`src/rtl/sha256_message_hasher_macros.svh`:
```
// ---------------------------------------------------------------------------
// SHA-256 message hasher assertion macros
// Shorthand for the clocked, reset-gated properties used at the top level.
// ---------------------------------------------------------------------------
`ifndef SHA256_MESSAGE_HASHER_MACROS_SVH
`define SHA256_MESSAGE_HASHER_MACROS_SVH

// Same-cycle implication.
`define SMH_ASSERT_NOW(lbl, ante, cons, msg) \
  lbl: assert property (@(posedge clk) disable iff (rst) (ante) |-> (cons)) else $error(msg);

// Next-cycle implication.
`define SMH_ASSERT_NEXT(lbl, ante, cons, msg) \
  lbl: assert property (@(posedge clk) disable iff (rst) (ante) |=> (cons)) else $error(msg);

`endif

```
`src/rtl/smh_pkg.sv`:
```
// ---------------------------------------------------------------------------
// SHA-256 message hasher package
// Word types, queue entry type, hash constants and round functions.
// ---------------------------------------------------------------------------
package smh_pkg;

  localparam int unsigned QDEPTH = 4;
  localparam logic [7:0] PAD_MARK = 8'h80;
  localparam logic [5:0] LENGTH_POS = 6'd56;

  typedef struct packed {
    logic [31:0] data_word;
    logic [2:0]  byte_count;
    logic        end_of_message;
  } msg_word_t;

  typedef struct packed {
    logic [31:0] digest_word;
    logic [2:0]  word_index;
    logic        last_word;
  } dig_word_t;

  // Classified word as held in the queue: byte count already limited to 4.
  typedef struct packed {
    logic [31:0] data;
    logic [2:0]  nbytes;
    logic        eom;
  } q_entry_t;

  function automatic logic [31:0] init_hash(input logic [2:0] i);
    logic [31:0] r;
    case (i)
      3'd0: r = 32'h6a09e667;
      3'd1: r = 32'hbb67ae85;
      3'd2: r = 32'h3c6ef372;
      3'd3: r = 32'ha54ff53a;
      3'd4: r = 32'h510e527f;
      3'd5: r = 32'h9b05688c;
      3'd6: r = 32'h1f83d9ab;
      default: r = 32'h5be0cd19;
    endcase
    return r;
  endfunction

  function automatic logic [31:0] round_const(input logic [5:0] i);
    logic [31:0] r;
    case (i)
      6'd0: r = 32'h428a2f98;  6'd1: r = 32'h71374491;
      6'd2: r = 32'hb5c0fbcf;  6'd3: r = 32'he9b5dba5;
      6'd4: r = 32'h3956c25b;  6'd5: r = 32'h59f111f1;
      6'd6: r = 32'h923f82a4;  6'd7: r = 32'hab1c5ed5;
      6'd8: r = 32'hd807aa98;  6'd9: r = 32'h12835b01;
      6'd10: r = 32'h243185be; 6'd11: r = 32'h550c7dc3;
      6'd12: r = 32'h72be5d74; 6'd13: r = 32'h80deb1fe;
      6'd14: r = 32'h9bdc06a7; 6'd15: r = 32'hc19bf174;
      6'd16: r = 32'he49b69c1; 6'd17: r = 32'hefbe4786;
      6'd18: r = 32'h0fc19dc6; 6'd19: r = 32'h240ca1cc;
      6'd20: r = 32'h2de92c6f; 6'd21: r = 32'h4a7484aa;
      6'd22: r = 32'h5cb0a9dc; 6'd23: r = 32'h76f988da;
      6'd24: r = 32'h983e5152; 6'd25: r = 32'ha831c66d;
      6'd26: r = 32'hb00327c8; 6'd27: r = 32'hbf597fc7;
      6'd28: r = 32'hc6e00bf3; 6'd29: r = 32'hd5a79147;
      6'd30: r = 32'h06ca6351; 6'd31: r = 32'h14292967;
      6'd32: r = 32'h27b70a85; 6'd33: r = 32'h2e1b2138;
      6'd34: r = 32'h4d2c6dfc; 6'd35: r = 32'h53380d13;
      6'd36: r = 32'h650a7354; 6'd37: r = 32'h766a0abb;
      6'd38: r = 32'h81c2c92e; 6'd39: r = 32'h92722c85;
      6'd40: r = 32'ha2bfe8a1; 6'd41: r = 32'ha81a664b;
      6'd42: r = 32'hc24b8b70; 6'd43: r = 32'hc76c51a3;
      6'd44: r = 32'hd192e819; 6'd45: r = 32'hd6990624;
      6'd46: r = 32'hf40e3585; 6'd47: r = 32'h106aa070;
      6'd48: r = 32'h19a4c116; 6'd49: r = 32'h1e376c08;
      6'd50: r = 32'h2748774c; 6'd51: r = 32'h34b0bcb5;
      6'd52: r = 32'h391c0cb3; 6'd53: r = 32'h4ed8aa4a;
      6'd54: r = 32'h5b9cca4f; 6'd55: r = 32'h682e6ff3;
      6'd56: r = 32'h748f82ee; 6'd57: r = 32'h78a5636f;
      6'd58: r = 32'h84c87814; 6'd59: r = 32'h8cc70208;
      6'd60: r = 32'h90befffa; 6'd61: r = 32'ha4506ceb;
      6'd62: r = 32'hbef9a3f7; default: r = 32'hc67178f2;
    endcase
    return r;
  endfunction

  function automatic logic [31:0] rotr(input logic [31:0] v, input int unsigned n);
    return (v >> n) | (v << (32 - n));
  endfunction

  function automatic logic [31:0] big_sig0(input logic [31:0] x);
    return rotr(x, 2) ^ rotr(x, 13) ^ rotr(x, 22);
  endfunction

  function automatic logic [31:0] big_sig1(input logic [31:0] x);
    return rotr(x, 6) ^ rotr(x, 11) ^ rotr(x, 25);
  endfunction

  function automatic logic [31:0] small_sig0(input logic [31:0] x);
    return rotr(x, 7) ^ rotr(x, 18) ^ (x >> 3);
  endfunction

  function automatic logic [31:0] small_sig1(input logic [31:0] x);
    return rotr(x, 17) ^ rotr(x, 19) ^ (x >> 10);
  endfunction

endpackage

```
`src/rtl/smh_front.sv`:
```
// ---------------------------------------------------------------------------
// SHA-256 hasher front end
// Accepts message words, limits the byte count and queues them.
// ---------------------------------------------------------------------------
module smh_front
  import smh_pkg::*;
(
  input  logic      clk,
  input  logic      rst,
  input  logic      msg_valid,
  output logic      msg_stall,
  input  msg_word_t msg,
  output logic      q_valid,
  input  logic      q_pop,
  output q_entry_t  q_head
);

  q_entry_t   mem [QDEPTH];
  logic [1:0] wr_ptr;
  logic [1:0] rd_ptr;
  logic [2:0] fill;
  logic       push;
  logic       pop;
  q_entry_t   entry;

  // Counts of five to seven mean a full word.
  always_comb begin
    entry.data   = msg.data_word;
    entry.nbytes = (msg.byte_count > 3'd4) ? 3'd4 : msg.byte_count;
    entry.eom    = msg.end_of_message;
  end

  assign msg_stall = (fill == 3'(QDEPTH));
  assign push      = msg_valid && !msg_stall;
  assign q_valid   = (fill != 3'd0);
  assign pop       = q_pop && q_valid;
  assign q_head    = mem[rd_ptr];

  always_ff @(posedge clk) begin
    if (push) begin
      mem[wr_ptr] <= entry;
    end
    if (rst) begin
      wr_ptr <= '0;
      rd_ptr <= '0;
      fill   <= '0;
    end else begin
      if (push) begin
        wr_ptr <= wr_ptr + 2'd1;
      end
      if (pop) begin
        rd_ptr <= rd_ptr + 2'd1;
      end
      fill <= fill + 3'(push) - 3'(pop);
    end
  end

endmodule

```
`src/rtl/smh_back.sv`:
```
// ---------------------------------------------------------------------------
// SHA-256 hasher back end
// Packs bytes into the block, runs the rounds, pads and emits the digest.
// ---------------------------------------------------------------------------
module smh_back
  import smh_pkg::*;
(
  input  logic      clk,
  input  logic      rst,
  input  logic      q_valid,
  output logic      q_pop,
  input  q_entry_t  q_head,
  output logic      dig_valid,
  input  logic      dig_stall,
  output dig_word_t dig
);

  typedef enum logic [2:0] {
    S_IDLE, S_ABSORB, S_PAD, S_ROUND, S_UPDATE, S_OUT
  } state_t;

  typedef enum logic [1:0] {P_MARK, P_ZERO, P_LEN} pad_t;

  state_t      state;
  pad_t        pad_ph;
  logic [31:0] blk   [16];
  logic [31:0] chain [8];
  logic [31:0] v     [8];
  logic [5:0]  fill;
  logic [63:0] bitlen;
  logic [31:0] cur_data;
  logic [2:0]  cur_n;
  logic        cur_eom;
  logic [2:0]  bk;
  logic [2:0]  lk;
  logic        padding;
  logic        len_done;
  logic [5:0]  rnd;
  logic [2:0]  oi;

  logic        push;
  logic [7:0]  push_byte;
  logic [5:0]  fill_next;
  logic [31:0] w_next;
  logic [31:0] t1;
  logic [31:0] t2;
  logic [7:0]  pad_byte;

  assign fill_next = fill + 6'd1;
  assign w_next = small_sig1(blk[14]) + blk[9] + small_sig0(blk[1]) + blk[0];
  assign t1 = v[7] + big_sig1(v[4]) + ((v[4] & v[5]) ^ (~v[4] & v[6]))
            + round_const(rnd) + blk[0];
  assign t2 = big_sig0(v[0]) + ((v[0] & v[1]) ^ (v[0] & v[2]) ^ (v[1] & v[2]));

  always_comb begin
    case (pad_ph)
      P_MARK:  pad_byte = PAD_MARK;
      P_ZERO:  pad_byte = 8'h00;
      P_LEN:   pad_byte = bitlen[{~lk, 3'b000} +: 8];
      default: pad_byte = 8'h00;
    endcase
  end

  always_comb begin
    push      = 1'b0;
    push_byte = pad_byte;
    if (state == S_ABSORB && bk != cur_n) begin
      push      = 1'b1;
      push_byte = cur_data[{~bk[1:0], 3'b000} +: 8];
    end else if (state == S_PAD) begin
      push = 1'b1;
    end
  end

  assign q_pop           = (state == S_IDLE);
  assign dig_valid       = (state == S_OUT);
  assign dig.digest_word = chain[oi];
  assign dig.word_index  = oi;
  assign dig.last_word   = (oi == 3'd7);

  always_ff @(posedge clk) begin
    if (push) begin
      blk[fill[5:2]][{~fill[1:0], 3'b000} +: 8] <= push_byte;
    end
    if (state == S_ROUND) begin
      for (int j = 0; j < 15; j++) begin
        blk[j] <= blk[j + 1];
      end
      blk[15] <= w_next;
      v[7] <= v[6];
      v[6] <= v[5];
      v[5] <= v[4];
      v[4] <= v[3] + t1;
      v[3] <= v[2];
      v[2] <= v[1];
      v[1] <= v[0];
      v[0] <= t1 + t2;
    end
    if (push && fill == 6'd63) begin
      for (int j = 0; j < 8; j++) begin
        v[j] <= chain[j];
      end
    end

    if (rst) begin
      state    <= S_IDLE;
      pad_ph   <= P_MARK;
      fill     <= '0;
      bitlen   <= '0;
      padding  <= 1'b0;
      len_done <= 1'b0;
      bk       <= '0;
      lk       <= '0;
      rnd      <= '0;
      oi       <= '0;
      for (int j = 0; j < 8; j++) begin
        chain[j] <= init_hash(3'(j));
      end
    end else begin
      if (push) begin
        fill <= fill_next;
      end
      case (state)
        S_IDLE: begin
          if (q_valid) begin
            cur_data <= q_head.data;
            cur_n    <= q_head.nbytes;
            cur_eom  <= q_head.eom;
            bk       <= '0;
            state    <= S_ABSORB;
          end
        end
        S_ABSORB: begin
          if (bk != cur_n) begin
            bk     <= bk + 3'd1;
            bitlen <= bitlen + 64'd8;
            if (fill == 6'd63) begin
              rnd   <= '0;
              state <= S_ROUND;
            end
          end else if (cur_eom) begin
            padding <= 1'b1;
            pad_ph  <= P_MARK;
            lk      <= '0;
            state   <= S_PAD;
          end else begin
            state <= S_IDLE;
          end
        end
        S_PAD: begin
          case (pad_ph)
            P_MARK, P_ZERO: begin
              if (fill_next == LENGTH_POS) begin
                pad_ph <= P_LEN;
              end else begin
                pad_ph <= P_ZERO;
              end
            end
            P_LEN: begin
              lk <= lk + 3'd1;
              if (lk == 3'd7) begin
                len_done <= 1'b1;
              end
            end
            default: pad_ph <= P_MARK;
          endcase
          if (fill == 6'd63) begin
            rnd   <= '0;
            state <= S_ROUND;
          end
        end
        S_ROUND: begin
          rnd <= rnd + 6'd1;
          if (rnd == 6'd63) begin
            state <= S_UPDATE;
          end
        end
        S_UPDATE: begin
          for (int j = 0; j < 8; j++) begin
            chain[j] <= chain[j] + v[j];
          end
          if (len_done) begin
            oi    <= '0;
            state <= S_OUT;
          end else if (padding) begin
            state <= S_PAD;
          end else begin
            state <= S_ABSORB;
          end
        end
        S_OUT: begin
          if (!dig_stall) begin
            oi <= oi + 3'd1;
            if (oi == 3'd7) begin
              for (int j = 0; j < 8; j++) begin
                chain[j] <= init_hash(3'(j));
              end
              fill     <= '0;
              bitlen   <= '0;
              padding  <= 1'b0;
              len_done <= 1'b0;
              state    <= S_IDLE;
            end
          end
        end
        default: state <= S_IDLE;
      endcase
    end
  end

endmodule

```
`src/rtl/sha256_message_hasher.sv`:
```
// ---------------------------------------------------------------------------
// SHA-256 message hasher
// Hashes a byte message delivered as big-endian words; emits eight digest words.
// ---------------------------------------------------------------------------
//  Channel  Direction  Handshake           Payload
//  msg      in         msg_valid/stall     data_word, byte_count, end_of_message
//  dig      out        dig_valid/stall     digest_word, word_index, last_word
//
// Each word is fetched from the queue, its valid bytes are packed into the
// block one after another by the byte packer, and the word is then closed.
// Each filled 64-byte block takes 64 rounds and one update of the chaining
// words on the single round unit.
// The final word is followed by its padding bytes and one or two compressions,
// then eight digest words leave one per unstalled cycle.
// Reset (rst, synchronous) loads the initial hash words and empties the queue.
// A stall on dig holds the back end; the four-word queue keeps taking input until it is full.
// ---------------------------------------------------------------------------
`include "sha256_message_hasher_macros.svh"

module sha256_message_hasher
  import smh_pkg::*;
(
  input  logic      clk,
  input  logic      rst,
  input  logic      msg_valid,
  output logic      msg_stall,
  input  msg_word_t msg,
  output logic      dig_valid,
  input  logic      dig_stall,
  output dig_word_t dig
);

  // The queue between the two halves lets input keep arriving while the
  // round unit is busy or while digest words wait to be taken.
  logic     q_valid;
  logic     q_pop;
  q_entry_t q_head;

  smh_front u_front (
    .clk       (clk),
    .rst       (rst),
    .msg_valid (msg_valid),
    .msg_stall (msg_stall),
    .msg       (msg),
    .q_valid   (q_valid),
    .q_pop     (q_pop),
    .q_head    (q_head)
  );

  // The back end walks bytes, rounds, padding and digest output in turn.
  smh_back u_back (
    .clk       (clk),
    .rst       (rst),
    .q_valid   (q_valid),
    .q_pop     (q_pop),
    .q_head    (q_head),
    .dig_valid (dig_valid),
    .dig_stall (dig_stall),
    .dig       (dig)
  );

  // A delivered digest word that is not the last is followed by the next one.
  `SMH_ASSERT_NEXT(a_dig_seq, dig_valid && !dig_stall && !dig.last_word, dig_valid && dig.word_index == $past(dig.word_index) + 3'd1, "digest words out of order")
  // After the eighth word the digest run ends.
  `SMH_ASSERT_NEXT(a_dig_end, dig_valid && !dig_stall && dig.last_word, !dig_valid, "digest continues past last word")
  // The back end does not pull from the queue while digest words go out.
  `SMH_ASSERT_NOW(a_no_pop_while_out, dig_valid, !q_pop, "queue popped during digest output")

endmodule
```
`config.mk`:
```
export PLATFORM = sky130hd
export DESIGN_NAME = sha256_message_hasher
export DESIGN_NICKNAME = d
export VERILOG_FILES = /design/src/rtl/smh_pkg.sv /design/src/rtl/smh_front.sv /design/src/rtl/smh_back.sv /design/src/rtl/sha256_message_hasher.sv
export VERILOG_INCLUDE_DIRS = /design/src /design/src/rtl
export SDC_FILE = /design/constraint.sdc
export NUM_CORES = 2
export LEC_CHECK = 0
export ABC_AREA = 1
export BUFFER_PORTS_ARGS = -buffer_cell sky130_fd_sc_hd__buf_2
export CAP_MARGIN = 0
export CORE_ASPECT_RATIO = 0.9
export CORE_MARGIN = 4
export CORE_UTILIZATION = 50
export CTS_CLUSTER_DIAMETER = 150
export DETAILED_ROUTE_END_ITERATION = 10
export HOLD_SLACK_MARGIN = 0.02
export PLACE_DENSITY_LB_ADDON = 0.05
export SLEW_MARGIN = 40
export SYNTH_ARGS = -nofsm -noshare
export SYNTH_HDL_FRONTEND = slang
export SYNTH_SLANG_ARGS = --single-unit
```
`constraint.sdc`:
```
create_clock -name clk -period 11.2 [get_ports clk]
set_clock_uncertainty 0.1 [all_clocks]
set_input_delay 2.24 -clock clk [delete_from_list [all_inputs] [get_ports clk]]
set_output_delay 2.24 -clock clk [all_outputs]
set_load 0.01 [all_outputs]
```
======== After elaboration in Yosys (flattened, before gate mapping) ========
Memories as Yosys holds them, arrays and structs flattened. A register that Yosys moved wholly into a read port is not among the register bits.
Cells that the tools add are included.
operators by class
  add/sub/neg operators ................... 29
  $mul .................................... 0
  divide/modulo/power cells ............... 0
  $lt $le $gt $ge ......................... 1
  eq/ne operators ......................... 25
  shift operators ......................... 4
  mux-type cells .......................... 138
  bitwise gates (word level) .............. 55
  reductions and logical operators ........ 26
operator list
  cell                                                   number
  2-to-1 mux 32 bit                                      67
  adder 32 bit                                           18
  XOR 32 bit                                             9
  2-to-1 mux 64 bit                                      3
  AND 32 bit                                             5
  case mux 64 bit (2 select lines)                       1
  adder 64 x 4 -> 64 bit (second input constant)         1
  variable part select 64 x 7 -> 8 bit                   1
  2-to-1 mux 3 bit                                       17
  2-to-1 mux 6 bit                                       8
  inverter 32 bit                                        1
  bitwise OR 10 x 32 -> 32 bit                           1
  bitwise OR 13 x 32 -> 32 bit                           1
  bitwise OR 14 x 32 -> 32 bit                           1
  bitwise OR 15 x 32 -> 32 bit                           1
  bitwise OR 19 x 32 -> 32 bit                           1
  bitwise OR 21 x 32 -> 32 bit                           1
  bitwise OR 25 x 32 -> 32 bit                           1
  bitwise OR 26 x 32 -> 32 bit                           1
  bitwise OR 30 x 32 -> 32 bit                           1
  bitwise OR 7 x 32 -> 32 bit                            1
  OR reduction 32 bit                                    1
  variable shift 8 x 7 -> 32 bit (first input constant)  1
  variable part select 32 x 6 -> 8 bit                   1
  other kinds (44)                                       134
storage, ports and cells
  bits in registers ....................... 99
  bits in latches ......................... 0
  memory bits (writable) .................. 1,168
  memory bits (read-only) ................. 2,048
  input bits .............................. 40
  output and inout bits ................... 38
  logic and storage cells ................. 296
  memories kept ........................... 5
memories
  memory           words  bits a word  read ports  clocked after memory_dff  wr ports  line             source
  (no name shown)  64     32           1           1                         0         smh_pkg.sv:47    case (i)
  u_back.blk       16     32           16          0                         16        smh_back.sv:26   logic [31:0] blk [16];
  u_back.chain     8      32           9           1                         8         smh_back.sv:27   logic [31:0] chain [8];
  u_back.v         8      32           8           0                         8         smh_back.sv:28   logic [31:0] v [8];
  u_front.mem      4      36           1           1                         1         smh_front.sv:18  q_entry_t mem [QDEPTH];

======== Longest topological paths before layout ========
An unclocked memory read counts as a cell.
  depth in word-level cells ............... 10
  depth in mapped cells ................... 38
  depth with buffers taken out ............ 38

======== By module ========
From an unflattened synthesis, not the netlist that was laid out.
unflattened totals
  cell total of the unflattened synthesis .. 10,801
  area total of the unflattened synthesis .. 87,839.2 um^2
by module, submodules not included
  module     instances  cells an instance  area each (um^2)  seq. area each (um^2)
  smh_back   1          10,380             81,956.1          33,031.7
  smh_front  1          421                5,883.1           4,504.3

======== Least setup slack after synthesis ========
No wires, ideal clock.
  kind .................................... register to register
  start point ............................. register u_back.bk[0]
  end point ............................... memory u_back.v[0][0] (enable)
  setup time .............................. 1.965 ns
  arrival ................................. 5.690 ns
  required time ........................... 9.135 ns
  slack ................................... 3.445 ns
  stages on the path, launching flop included .. 14
  buffers on the path ..................... 3
  clock period less this slack ............ 7.755 ns
  cell sequence ........................... dfxtp_1 buf_6 inv_4 nand2_1 nand2_2 nand3_2 nand2_2 inv_1 nor2_4 nor2_2 inv_2 buf_2 buf_2 nand2_1
RTL lines
  item                    line             source
  start, declared         smh_back.sv:34   logic [2:0] bk;
  start signal, assigned  smh_back.sv:135  bk <= bk + 3'd1;
  end, declared           smh_back.sv:28

==> metrics.txt <==
# TYPE chip_impl_metric gauge
chip_impl_metric{name="crit_arrival",unit="ns"} 8.34
chip_impl_info{name="worst_hold_startpoint",value="u_back.pad_ph[0]$_SDFFE_PP0P_"} 1
chip_impl_info{name="tritoncts_clock_tree",value="built"} 1
chip_impl_metric{name="fillers",unit=""} 16500
chip_impl_info{name="cp_slowest_cell",value="sky130_fd_sc_hd__edfxtp_1"} 1
chip_impl_metric{name="drt-vias-per-instance",unit=""} 6.06
chip_impl_metric{name="multi_input_logic_area",unit="µm²"} 44500
chip_impl_metric{name="dp_hpwl",unit="mm"} 275
chip_impl_metric{name="globalRouteOverflowTotal",unit=""} 0
chip_impl_metric{name="synth.distinct_cells",unit=""} 67
chip_impl_metric{name="maximum_number_of_pins_on_one_net_before_global_route_repair",unit=""} 151
chip_impl_metric{name="timing.fmax",unit="MHz"} 127
chip_impl_metric{name="sequential_share_of_the_synthesized_area",unit="%"} 42.5
chip_impl_metric{name="areaGrowthSynthToFinish",unit="%"} 9.02
chip_impl_info{name="synth_top_flop_cell",value="sky130_fd_sc_hd__edfxtp_1"} 1
chip_impl_metric{name="clkSlewWorstSetupHoldPaths",unit="ns"} 0.07
chip_impl_info{name="worstSetupPathType",value="reg2reg"} 1
chip_impl_metric{name="postRouteAntennaNets",unit=""} 0
chip_impl_metric{name="timing.hold.ws",unit="ns"} 0.389
chip_impl_metric{name="max_slew_margin",unit="%"} 31.2
chip_impl_metric{name="synth-async-reset-ratio",unit="%"} 0
chip_impl_info{name="path_class_of_the_lowest_slack_min_delay_path",value="reg2reg"} 1
chip_impl_metric{name="globalRouteTotalUtil",unit="%"} 37.7
chip_impl_metric{name="first_pass_iters",unit=""} 8
chip_impl_metric{name="average_instance_area_after_synthesis",unit="µm²"} 8.05
chip_impl_metric{name="clk_latency",unit="ns"} 0.84
chip_impl_metric{name="period_share",unit="%"} 70.6
chip_impl_metric{name="number_of_buffers_inserted_during_clock_tree_synthesis",unit=""} 151
chip_impl_metric{name="globalplace.congestion",unit=""} 1.09
chip_impl_info{name="most-common-layout-cells",value="sky130_fd_sc_hd__nand2_1 (3,014), sky130_fd_sc_hd__inv_1 (1,232), sky130_fd_sc_hd__edfxtp_1 (1,076)"} 1
chip_impl_metric{name="postCtsSetupRepairBufs",unit=""} 0
chip_impl_metric{name="yosys_synthesis_warning_count",unit=""} 0
chip_impl_metric{name="worstPathMaxFanout",unit=""} 6
chip_impl_info{name="setup.worst_path.start",value="u_back.v[0][148]$_DFFE_PP_"} 1
chip_impl_metric{name="remaining_drc_errors",unit=""} 0
chip_impl_metric{name="setup-violations-final",unit=""} 0
chip_impl_metric{name="detailroute.via_count",unit=""} 81000
chip_impl_metric{name="initial_antenna_violation_count",unit=""} 19
chip_impl_metric{name="post_synth_instance_area",unit="µm²"} 88300
chip_impl_metric{name="die_w",unit="µm"} 451
chip_impl_metric{name="floorplan.die_area",unit="µm²"} 183000
chip_impl_metric{name="timing_hold_violations_final",unit=""} 0
chip_impl_metric{name="max_slew_violation_count",unit=""} 0
chip_impl_metric{name="slew_of_the_pin_with_the_lowest_slew_margin",unit="ns"} 1.02
chip_impl_metric{name="cts_resized",unit=""} 0
chip_impl_metric{name="wl_per_cell",unit="µm"} 26.6
chip_impl_info{name="path_common_cell",value="sky130_fd_sc_hd__nand2_1"} 1
chip_impl_metric{name="syn_inst",unit=""} 11000
chip_impl_metric{name="fin_crit",unit="ns"} 7.90
chip_impl_info{name="endpoint_kind",value="flip-flop"} 1
chip_impl_metric{name="tritoncts_num_sinks",unit=""} 1335
chip_impl_metric{name="port-buffer-count",unit=""} 77
chip_impl_metric{name="num_rows",unit=""} 146
chip_impl_metric{name="initial_utilization",unit="%"} 50.2
chip_impl_metric{name="top_level_ports",unit=""} 78
chip_impl_metric{name="cts_max_level",unit=""} 4
chip_impl_metric{name="grt_first_pass_wirelength",unit="mm"} 510
chip_impl_metric{name="finish.net_count",unit=""} 11500
chip_impl_metric{name="worst_ep_required_time",unit="ns"} 11.64
chip_impl_info{name="worstSetupStartpointType",value="flip-flop"} 1
chip_impl_info{name="r2r_start",value="u_back.v[0][148]$_DFFE_PP_"} 1
chip_impl_metric{name="count_of_flip_flops_with_a_built_in_enable_after_synthesis",unit=""} 1076
chip_impl_metric{name="seqCellArea",unit="µm²"} 37500
chip_impl_metric{name="die_y",unit="µm"} 407
chip_impl_metric{name="synth_nets",unit=""} 11600
chip_impl_info{name="rsz0062_at_grt",value="no"} 1
chip_impl_info{name="cell_chosen_for_the_clock_root",value="sky130_fd_sc_hd__clkbuf_16"} 1
chip_impl_metric{name="first_global_vias",unit=""} 74100
chip_impl_info{name="layout_commonest_cell",value="sky130_fd_sc_hd__nand2_1"} 1
chip_impl_metric{name="cts.hold.buffers_added",unit=""} 0
chip_impl_info{name="run_status",value="finished clean"} 1
chip_impl_metric{name="wirelength",unit="mm"} 356
chip_impl_metric{name="coreArea",unit="µm²"} 176000
chip_impl_metric{name="synth.ff_latch_count",unit=""} 1335
chip_impl_metric{name="setup_total_negative_slack",unit="ns"} 0
chip_impl_metric{name="drv_cap",unit=""} 0
chip_impl_metric{name="drive_gt1_share",unit="%"} 5.18
chip_impl_metric{name="cts_buffer_depth",unit=""} 3
chip_impl_metric{name="drtIter0Drc",unit=""} 11600
chip_impl_metric{name="crit_path_max_incr_delay",unit="ns"} 0.74
final cells by class:
| class | instances | area share, % |
|---|---|---|
| flip-flops and latches | 1335 | 39.0 |
| inverters | 1253 | 4.92 |
| clock buffers | 192 | 4.16 |
| multi-input cells | 7944 | 46.3 |
| well taps | 2368 | 3.08 |
| diodes | 7 | 0.0182 |
| clock inverters | 90 | 1.24 |
| repair buffers | 181 | 1.35 |
cell usage after synthesis, types with 44 or more instances:
library cell	count	area share, %
sky130_fd_sc_hd__a21o_1	55	0.47
sky130_fd_sc_hd__a21oi_1	785	4.5
sky130_fd_sc_hd__a31oi_1	89	0.63
sky130_fd_sc_hd__buf_2	102	0.58
sky130_fd_sc_hd__clkbuf_1	296	1.3
sky130_fd_sc_hd__dfxtp_1	259	5.9
sky130_fd_sc_hd__edfxtp_1	1076	37
sky130_fd_sc_hd__fa_1	196	4.4
sky130_fd_sc_hd__ha_1	407	5.8
sky130_fd_sc_hd__inv_1	1235	5.3
sky130_fd_sc_hd__nand2_1	3020	13
sky130_fd_sc_hd__nand3_1	563	3.2
sky130_fd_sc_hd__nand4_1	147	1.0
sky130_fd_sc_hd__nor2_1	730	3.1
sky130_fd_sc_hd__nor3_1	100	0.57
sky130_fd_sc_hd__o211ai_1	48	0.41
sky130_fd_sc_hd__o21ai_0	982	5.6
sky130_fd_sc_hd__o21bai_1	52	0.44
sky130_fd_sc_hd__o22ai_1	44	0.31
sky130_fd_sc_hd__xnor2_1	167	1.7
sky130_fd_sc_hd__xor2_1	207	2.1
metal layers:
| layer | track usage, % | vias up | share of wire, % |
|---|---|---|---|
| met5 | 0.106 | - | 0.016 |
| met4 | 15.7 | 10 | 5.0 |
| li1 | - | 36500 | - |
| met3 | 8.97 | 734 | 11 |
| met1 | 54.3 | 39000 | 42 |
| met2 | 54.2 | 4734 | 41 |
worst paths after layout:
path	endpoint	slack (ns)	cells past startpoint
setup / recovery	u_back.v[0][30]$_DFFE_PP_	3.30	30
hold / removal	u_back.pad_ph[0]$_SDFFE_PP0P_	0.39	2
setup reg to reg	u_back.v[0][30]$_DFFE_PP_	3.30	30
hold reg to reg	u_back.pad_ph[0]$_SDFFE_PP0P_	0.39	2
worst max-delay path, delay by kind of cell, from the launching register on:
family / cells / cell delay [ns]
buf+inv: 4 / 0.24
flops: 1 / 0.74
simple gates: 12 / 1.80
xor+xnor: 3 / 0.74
fa+ha+maj: 6 / 2.86
compound gates: 5 / 1.13
flip-flops by register name, indices dropped and copies added, names as in the netlist, 6 cells and up, named ones only:
register	flops
u_back.cur_data	32
u_back.v	256
u_back.rnd	6
u_back.bitlen	61
u_back.chain	256
u_front.mem	144
u_back.blk	512
u_back.fill	6
cell families after synthesis:
group	count (synthesis)	share of synthesized area [%]
multiplexers	23	0.261
AND/OR/NAND/NOR	4715	22.0
flip-flops	1335	42.5
adder cells (fa/ha/maj)	623	10.4
XOR/XNOR	375	3.74
buffers and inverters	1681	7.38
AO/OA/AOI/OAI	2208	13.6
metrics by stage:
stage | area [µm²] | cells | setup WS [ns] | utilization [%]
after floorplan | 88300 | 11000 | 3.45 | -
after global placement | 90700 | 13100 | 3.35 | 51.6
after detailed placement | 90900 | 13100 | 3.51 | 51.7
after CTS | 96100 | 13400 | 3.46 | 54.7
after global routing | 96200 | 13400 | 2.99 | 54.7
final | 96200 | 13400 | 3.30 | 54.8
Power is left out: the tool's default activity adds up to more than one toggle a clock period on the data nets, which glitch-free logic cannot reach.
